File: src/hw/rtl/ibl_pkg.sv
// types, phase codes and constants shared by the basicList parser
// no dependencies
`timescale 1ns / 1ps
`default_nettype none

package ibl_pkg;

   localparam logic [2:0] PH_HDR    = 3'd0;
   localparam logic [2:0] PH_PREFIX = 3'd1;
   localparam logic [2:0] PH_ESC_HI = 3'd2;
   localparam logic [2:0] PH_ESC_LO = 3'd3;
   localparam logic [2:0] PH_DATA   = 3'd4;
   localparam logic [2:0] PH_ERR    = 3'd5;

   localparam logic [1:0] KIND_HEADER  = 2'd0;
   localparam logic [1:0] KIND_PREFIX  = 2'd1;
   localparam logic [1:0] KIND_DATA    = 2'd2;
   localparam logic [1:0] KIND_DISCARD = 2'd3;

   localparam logic [2:0] ST_OK          = 3'd0;
   localparam logic [2:0] ST_HDR_SHORT   = 3'd1;
   localparam logic [2:0] ST_ZERO_LEN    = 3'd2;
   localparam logic [2:0] ST_PREFIX_TRUNC = 3'd3;
   localparam logic [2:0] ST_MEMBER_TRUNC = 3'd4;

   localparam logic [15:0] VAR_LEN   = 16'hFFFF;
   localparam logic [15:0] ENT_BIT   = 16'h8000;
   localparam logic [7:0]  ESCAPE    = 8'hFF;
   localparam logic [7:0]  SEM_UNDEF = 8'hFF;
   localparam logic [7:0]  SEM_MAX   = 8'd4;
   localparam logic [3:0]  HC_MAX    = 4'd15;
   localparam logic [4:0]  HLEN_BASE = 5'd5;
   localparam logic [4:0]  HLEN_ENT  = 5'd9;

   localparam int TDATA_W = 120;

   typedef struct packed {
      logic [2:0]  phase;
      logic [3:0]  header_count;
      logic [7:0]  semantic;
      logic [15:0] id;
      logic [15:0] length;
      logic [31:0] enterprise;
      logic [15:0] prefix_accum;
      logic [15:0] bytes_left;
      logic [15:0] index;
      logic [2:0]  error;
   } state_type;

   typedef struct packed {
      logic [1:0]  byte_kind;
      logic [7:0]  out_byte;
      logic [15:0] member_index;
      logic [15:0] member_size;
      logic        member_end;
      logic [2:0]  status;
      logic        list_done;
      logic [7:0]  semantic;
      logic [14:0] elem_id;
      logic [31:0] ent_number;
      logic [15:0] declared_length;
   } result_type;

   localparam state_type STATE_RESET = '{
      phase: PH_HDR, header_count: 4'd0, semantic: SEM_UNDEF, id: 16'd0,
      length: 16'd0, enterprise: 32'd0, prefix_accum: 16'd0,
      bytes_left: 16'd0, index: 16'd0, error: ST_OK};

endpackage

`default_nettype wire

File: src/hw/rtl/ibl_step.sv
// next-state and result logic for one byte of a basicList field
// depends on ibl_pkg
`timescale 1ns / 1ps
`default_nettype none

module ibl_step
   import ibl_pkg::*;
(
   input  wire state_type  cur,
   input  wire logic [7:0] data_byte,
   input  wire logic       last_byte,
   output state_type       nxt,
   output result_type      res
);

   always_comb begin
      state_type  s;
      logic [1:0] kind;
      logic [2:0] st;
      logic       done;
      logic       hdr_more;
      logic       complete;
      logic [4:0] hlen;

      s        = cur;
      kind     = KIND_HEADER;
      st       = ST_OK;
      done     = 1'b0;
      hdr_more = 1'b0;
      complete = 1'b0;
      hlen     = HLEN_BASE;

      unique case (cur.phase)
         PH_HDR: begin
            kind = KIND_HEADER;
            if (cur.header_count == 4'd0) begin
               s.id           = 16'd0;
               s.length       = 16'd0;
               s.enterprise   = 32'd0;
               s.index        = 16'd0;
               s.prefix_accum = 16'd0;
               s.bytes_left   = 16'd0;
               s.error        = ST_OK;
            end
            unique case (cur.header_count)
               4'd0: s.semantic = (data_byte <= SEM_MAX) ? data_byte : SEM_UNDEF;
               4'd1: s.id = {data_byte, 8'd0};
               4'd2: s.id = s.id | {8'd0, data_byte};
               4'd3: s.length = {data_byte, 8'd0};
               4'd4: s.length = s.length | {8'd0, data_byte};
               default: s.enterprise = {s.enterprise[23:0], data_byte};
            endcase
            if (cur.header_count >= 4'd4) begin
               hlen     = ((s.id & ENT_BIT) != 16'd0) ? HLEN_ENT : HLEN_BASE;
               complete = ({1'b0, cur.header_count} + 5'd1) >= hlen;
            end
            if (cur.header_count < HC_MAX) begin
               s.header_count = cur.header_count + 4'd1;
            end
            if (complete) begin
               if (!last_byte) begin
                  if (s.length == 16'd0) begin
                     st      = ST_ZERO_LEN;
                     s.error = ST_ZERO_LEN;
                     s.phase = PH_ERR;
                  end else begin
                     hdr_more = 1'b1;
                  end
               end
            end else if (last_byte) begin
               st = ST_HDR_SHORT;
            end
         end
         PH_PREFIX: begin
            kind = KIND_PREFIX;
            if (data_byte != ESCAPE) begin
               s.prefix_accum = {8'd0, data_byte};
               s.bytes_left   = {8'd0, data_byte};
               priority if (data_byte == 8'd0) done = 1'b1;
               else if (last_byte) st = ST_MEMBER_TRUNC;
               else s.phase = PH_DATA;
            end else begin
               s.prefix_accum = 16'd0;
               if (last_byte) st = ST_PREFIX_TRUNC;
               else s.phase = PH_ESC_HI;
            end
         end
         PH_ESC_HI: begin
            kind = KIND_PREFIX;
            s.bytes_left = {data_byte, 8'd0};
            if (last_byte) st = ST_PREFIX_TRUNC;
            else s.phase = PH_ESC_LO;
         end
         PH_ESC_LO: begin
            kind = KIND_PREFIX;
            s.bytes_left   = cur.bytes_left | {8'd0, data_byte};
            s.prefix_accum = s.bytes_left;
            priority if (s.bytes_left == 16'd0) done = 1'b1;
            else if (last_byte) st = ST_MEMBER_TRUNC;
            else s.phase = PH_DATA;
         end
         PH_DATA: begin
            kind = KIND_DATA;
            if (cur.bytes_left != 16'd0) s.bytes_left = cur.bytes_left - 16'd1;
            if (s.bytes_left == 16'd0) done = 1'b1;
            else if (last_byte) st = ST_MEMBER_TRUNC;
         end
         default: begin
            kind = KIND_DISCARD;
            st   = cur.error;
         end
      endcase

      res.byte_kind       = kind;
      res.out_byte        = data_byte;
      res.member_index    = s.index;
      res.member_size     = s.prefix_accum;
      res.member_end      = done;
      res.status          = st;
      res.list_done       = last_byte;
      res.semantic        = s.semantic;
      res.elem_id         = s.id[14:0];
      res.ent_number      = s.enterprise;
      res.declared_length = s.length;

      if (done && s.index != 16'hFFFF) s.index = s.index + 16'd1;
      if (done || hdr_more) begin
         if (s.length == VAR_LEN) begin
            s.phase        = PH_PREFIX;
            s.prefix_accum = 16'd0;
            s.bytes_left   = 16'd0;
         end else begin
            s.phase        = PH_DATA;
            s.prefix_accum = s.length;
            s.bytes_left   = s.length;
         end
      end
      if (last_byte) begin
         s.phase        = PH_HDR;
         s.header_count = 4'd0;
         s.error        = ST_OK;
      end
      nxt = s;
   end

endmodule

`default_nettype wire

File: src/hw/rtl/ipfix_basic_list_parser.sv
// top level of the ipfix basicList parser: parse state and output register
// depends on ibl_pkg and ibl_step
`timescale 1ns / 1ps
`default_nettype none

// Takes one byte of a basicList field per beat and returns one tagged beat per
// byte, in order. Each byte is handled by combinational parse logic between the
// state register and the output register, so a byte can be taken in every
// cycle unless the input stalls; throughput is then one byte per clock. The
// output register lets the next byte in as its held result is taken, and the
// input stalls only when a result is held and rsp_tready is low. The list
// ends on a beat with req_tlast set, and parsing restarts at the header.

module ipfix_basic_list_parser
   import ibl_pkg::*;
(
   input  wire logic         clock,
   input  wire logic         reset,
   input  wire logic         req_tvalid,
   output logic              req_tready,
   input  wire logic [7:0]   req_tdata,  // data_byte
   input  wire logic         req_tlast,  // last_byte
   output logic              rsp_tvalid,
   input  wire logic         rsp_tready,
   // out_byte, member_index, member_size, member_end, status, semantic,
   // elem_id, ent_number, declared_length, zero fill
   output logic [TDATA_W-1:0] rsp_tdata,
   output logic [1:0]        rsp_tuser,  // byte_kind
   output logic              rsp_tlast   // list_done
);

   state_type  state_ff, state_in;
   result_type res_ff, res_in;
   logic       valid_ff, valid_in;
   logic       accept;

   ibl_step u_step (
      .cur       (state_ff),
      .data_byte (req_tdata),
      .last_byte (req_tlast),
      .nxt       (state_in),
      .res       (res_in)
   );

   assign req_tready = !valid_ff || rsp_tready;
   assign accept     = req_tvalid && req_tready;
   assign valid_in   = accept || (valid_ff && !rsp_tready);

   always_ff @(posedge clock) begin
      if (reset) begin
         state_ff <= STATE_RESET;
         valid_ff <= 1'b0;
      end else begin
         valid_ff <= valid_in;
         if (accept) state_ff <= state_in;
      end
   end

   always_ff @(posedge clock) begin
      if (accept) res_ff <= res_in;
   end

   assign rsp_tvalid = valid_ff;
   assign rsp_tuser  = res_ff.byte_kind;
   assign rsp_tlast  = res_ff.list_done;
   assign rsp_tdata  = {5'd0, res_ff.declared_length, res_ff.ent_number,
                        res_ff.elem_id, res_ff.semantic, res_ff.status,
                        res_ff.member_end, res_ff.member_size, res_ff.member_index,
                        res_ff.out_byte};

endmodule

`default_nettype wire

File: config.mk
export PLATFORM = sky130hd
export DESIGN_NAME = ipfix_basic_list_parser
export DESIGN_NICKNAME = d
export VERILOG_FILES = /design/src/hw/rtl/ibl_pkg.sv /design/src/hw/rtl/ibl_step.sv /design/src/hw/rtl/ipfix_basic_list_parser.sv
export SDC_FILE = /design/constraint.sdc
export NUM_CORES = 1
export LEC_CHECK = 0
export BUFFER_PORTS_ARGS = -buffer_cell sky130_fd_sc_hd__buf_4
export CAP_MARGIN = 5
export CORE_ASPECT_RATIO = 0.8
export CORE_MARGIN = 2
export CORE_UTILIZATION = 50
export DETAILED_ROUTE_END_ITERATION = 7
export GPL_ROUTABILITY_DRIVEN = 0
export PLACE_DENSITY = 0.72
export SETUP_SLACK_MARGIN = 0.02
export SKIP_CTS_REPAIR_TIMING = 1
export SYNTH_ARGS = -nofsm -noshare
export SYNTH_HDL_FRONTEND = slang
export SYNTH_HIERARCHICAL = 1
export SYNTH_SLANG_ARGS = --single-unit
File: constraint.sdc
create_clock -name clock -period 4.11 [get_ports clock]
set_input_delay 1.233 -clock clock [delete_from_list [all_inputs] [get_ports clock]]
set_output_delay 1.233 -clock clock [all_outputs]
set_load 0.02 [all_outputs]
==> results by group <==
Layout
  • # diodes: 0
  • Total Nets Final: about 1.5k
  • Final non-filler cell total: approximately 1.9k
  • Most frequent cells in the layout: nand3_1 (180), buf_4 (164), a21oi_1 (153)
  • Ratio of cells with drive above 1 in the final layout: 18.28%
  • Area growth syn-to-layout: 9.762%
  • Most common cell after layout, fill and taps aside: nand3_1
  • Util after Layout: a little under three fifths
  • # fillers: between 2k and 2.5k

Clocking
  • Num CTS Buffers: 27
  • Worst-path clk slew: 70 ps
  • TritonCTS clock tree: built
  • H-tree levels: 1
  • Longest Clk Path Bufs: 3
  • CTS Sinks: 249
  • Worst skew pair latency: between 500 and 600 ps
  • Clock Tree Root: clkbuf_16

STA
  • Tcrit/Tclk final: around 94%
  • # setup viols final: 0
  • Setup_tns: 0 ps
  • Fin. Hold Viols: 0
  • Clock Skew: between 20 and 25 ps
  • Worst-Margin Slew: about 1100 ps
  • Min Tclk post-route: between 3000 and 4000 ps
  • RSZ-0062 raised after global routing: no
  • Final Max Tran Viols: 0
  • Fmax: roughly 260 MHz
  • Rel. slew slack: about a quarter

Die
  • Io pins: 138
  • Die area: about 0.030 mm^2
  • Starting density of the core: between 50% and 60%
  • Die X: around 190 um
  • FP Rows: 54
  • Die H: between 150 and 200 um
  • Core footprint: roughly 0.027 mm^2

Synth
  • #FFs+latches synth: around 250
  • Post-synth EDFFs: 118
  • Area leader, netlist: edfxtp_1
  • Seq/Total Area, Yosys: approximately 44%
  • FFs w/ async S/R, synth: 0%
  • Avg Inst Size Synth: ~9.4 um^2
  • Area share of the largest cell type after synthesis: 25.16%
  • Cells after synthesis: 1,493
  • Top FF cell, synth: dfxtp_1
  • Largest cells by area after synthesis: edfxtp_1 (25%), dfxtp_1 (19%), a21bo_1 (8.2%)
  • YS warnings: 6
  • Distinct cells, synth: 85
  • Mapped Area: between 0.01 and 0.015 mm^2

Route
  • DR pass1 iterations: 6
  • DRC viols: 0
  • Via/cell ratio: ~6.2
  • Avg WL per Cell: 20.08 um
  • Vias after detailed routing: 11.58k
  • Antenna Nets Post-Route: 0
  • Iter 0 DRT Violations: 1,443
  • Drt total wl: 37.40 mm

Hold path
  • Worst Hold End: state_ff[118]$_SDFFE_PP1P_
  • Hold Path Stages: 2
  • Hold WC Path Type: reg -> reg
  • Min-Delay Startpoint: state_ff[118]$_SDFFE_PP1P_

Place
  • Post-DP HPWL: 23.86 mm
  • Placed cells: 1,813
  • Number of port buffers: 132

Global route
  • Initial antenna violation count: 0
  • Global-route wire length before repair: about 58 mm
  • Vias in the first global route: 10.17k
  • GRT Util Overall: approximately 24%
  • Largest net degree at the start of global routing: between 200 and 250
  • Gr ovfl total: 0

Critical path
  • Crit start category: flop
  • R2R setup slack: between 200 and 300 ps
  • R2R depth: 11
  • Worst r2r src: state_ff[123]$_SDFFE_PP0P_
  • Critical path arrival: roughly 4300 ps
  • CP required: about 4500 ps
  • Crit. End Element: flop
  • Worst-path fanout max: 13
  • Critical path class: reg -> reg
  • Worst R2R End: state_ff[21]$_SDFFE_PP0P_

Outcome
  • Outcome: completed

Pwr
  • Pwr Density: approximately 360 mW/mm^2
  • Worst VDD drop: between 200 and 300 uV
  • Pleak: 0.005861 uW

Job
  • Max_cap viols: 0
## flip-flops by register name (all words and copies together) (netlist names)
name and cells:
rsp_tdata 115, rsp_tlast 1, rsp_tuser 2, rsp_tvalid 1, state_ff 130
## metal layers
layer  vias to the layer above  part of all wire, %  track usage, %
met2                       593                   42           34.06
li1                       5346                    -               -
met1                      5580                   47           38.64
met3                        61                  9.1           4.291
met5                         -                    0               0
met4                         0                  2.1           5.604
## cells by family after synthesis
logic type,count (synthesis),share of synthesized area [%]
AOI/OAI and AO/OA,446,23.11
DFF,249,43.77
muxes,28,2.096
other,1,0.02662
adders and majority gates,8,0.7106
buffers and inverters,247,10.41
and+or+nand+nor,497,18.81
xor gates and xnor gates,17,1.057
## cell usage after synthesis (4+ instances only)
cell type / number
buf_1: 10
a22o_1: 26
o31ai_1: 6
o22ai_1: 10
o211ai_1: 7
inv_1: 29
edfxtp_1: 118
dfxtp_1: 131
a31oi_1: 16
nand3_1: 181
mux2i_1: 16
a22oi_1: 6
a21o_1: 7
a221oi_1: 4
a21oi_1: 153
and4_1: 4
a21bo_1: 116
nor4_1: 7
nand4_1: 14
mux2_2: 8
o21ai_1: 7
a21bo_2: 6
clkbuf_1: 56
or2_2: 6
buf_4: 92
and3_1: 7
and2_1: 19
nor3_1: 13
buf_6: 19
o2bb2ai_1: 9
mux2_1: 4
nor2_1: 72
ha_1: 8
o21ai_0: 39
xnor2_1: 10
buf_2: 41
xor2_1: 7
nor2b_1: 8
or3_1: 12
nand2_1: 103
nand2b_1: 5
a211oi_1: 5
nor3b_1: 4
or4_1: 6
## how the worst max path moves through the flow
stage | startpoint | cells past startpoint | endpoint | slack, ps
after floorplan | state_ff[123]$_SDFFE_PP0P_ | 17 | state_ff[4]$_SDFFE_PP0P_ | 230
after global placement | req_tdata[7] | 13 | state_ff[29]$_SDFFE_PP0P_ | -50
after detailed placement | req_tdata[7] | 13 | state_ff[31]$_SDFFE_PP0P_ | -120
after CTS | state_ff[123]$_SDFFE_PP0P_ | 13 | state_ff[44]$_SDFFE_PP0P_ | -10
after global routing | state_ff[123]$_SDFFE_PP0P_ | 11 | state_ff[21]$_SDFFE_PP0P_ | 100
final | state_ff[123]$_SDFFE_PP0P_ | 11 | state_ff[21]$_SDFFE_PP0P_ | 260
## per-stage QoR
step	area (um^2)	hold slack, ps	total power, uW	worst slack [ps]
detailed placement	14550	502.3	3208	-121.6
CTS	15440	517.7	5639	-12.28
finish	15460	510.2	5592	264.5
global placement	14550	492.2	3203	-52.99
global route	15460	530.1	5774	98.82
floorplan	14100	481.5	3050	229.5
## where the power goes
part / switching, uW / internal [uW] / total (uW)
logic: 345 / 131 / 477
clock network: 1050 / 1390 / 2430
registers: 23.9 / 2660 / 2680
## critical path, stage by stage, from the launching register on
cell and delay, ps:
dfxtp_1 430, inv_1 130, ha_1 380, nor2_1 440
or3_1 360, a22oi_2 150, or4b_1 560, or4_4 570
and2_1 240, mux2_1 280, nand3_1 70, a21oi_1 90
## final cells by class
type | count | area, um^2 | area share [%]
repair buffers | 170 | 1343 | 8.683
clock buffers | 33 | 718.2 | 4.645
multi-input cells | 1001 | 6495 | 42.01
well taps | 364 | 455.4 | 2.946
flip-flops and latches | 249 | 6166 | 39.88
inverters | 29 | 108.9 | 0.7041
clock inverters | 17 | 175.2 | 1.133
Power figures use the tool's default switching activity.
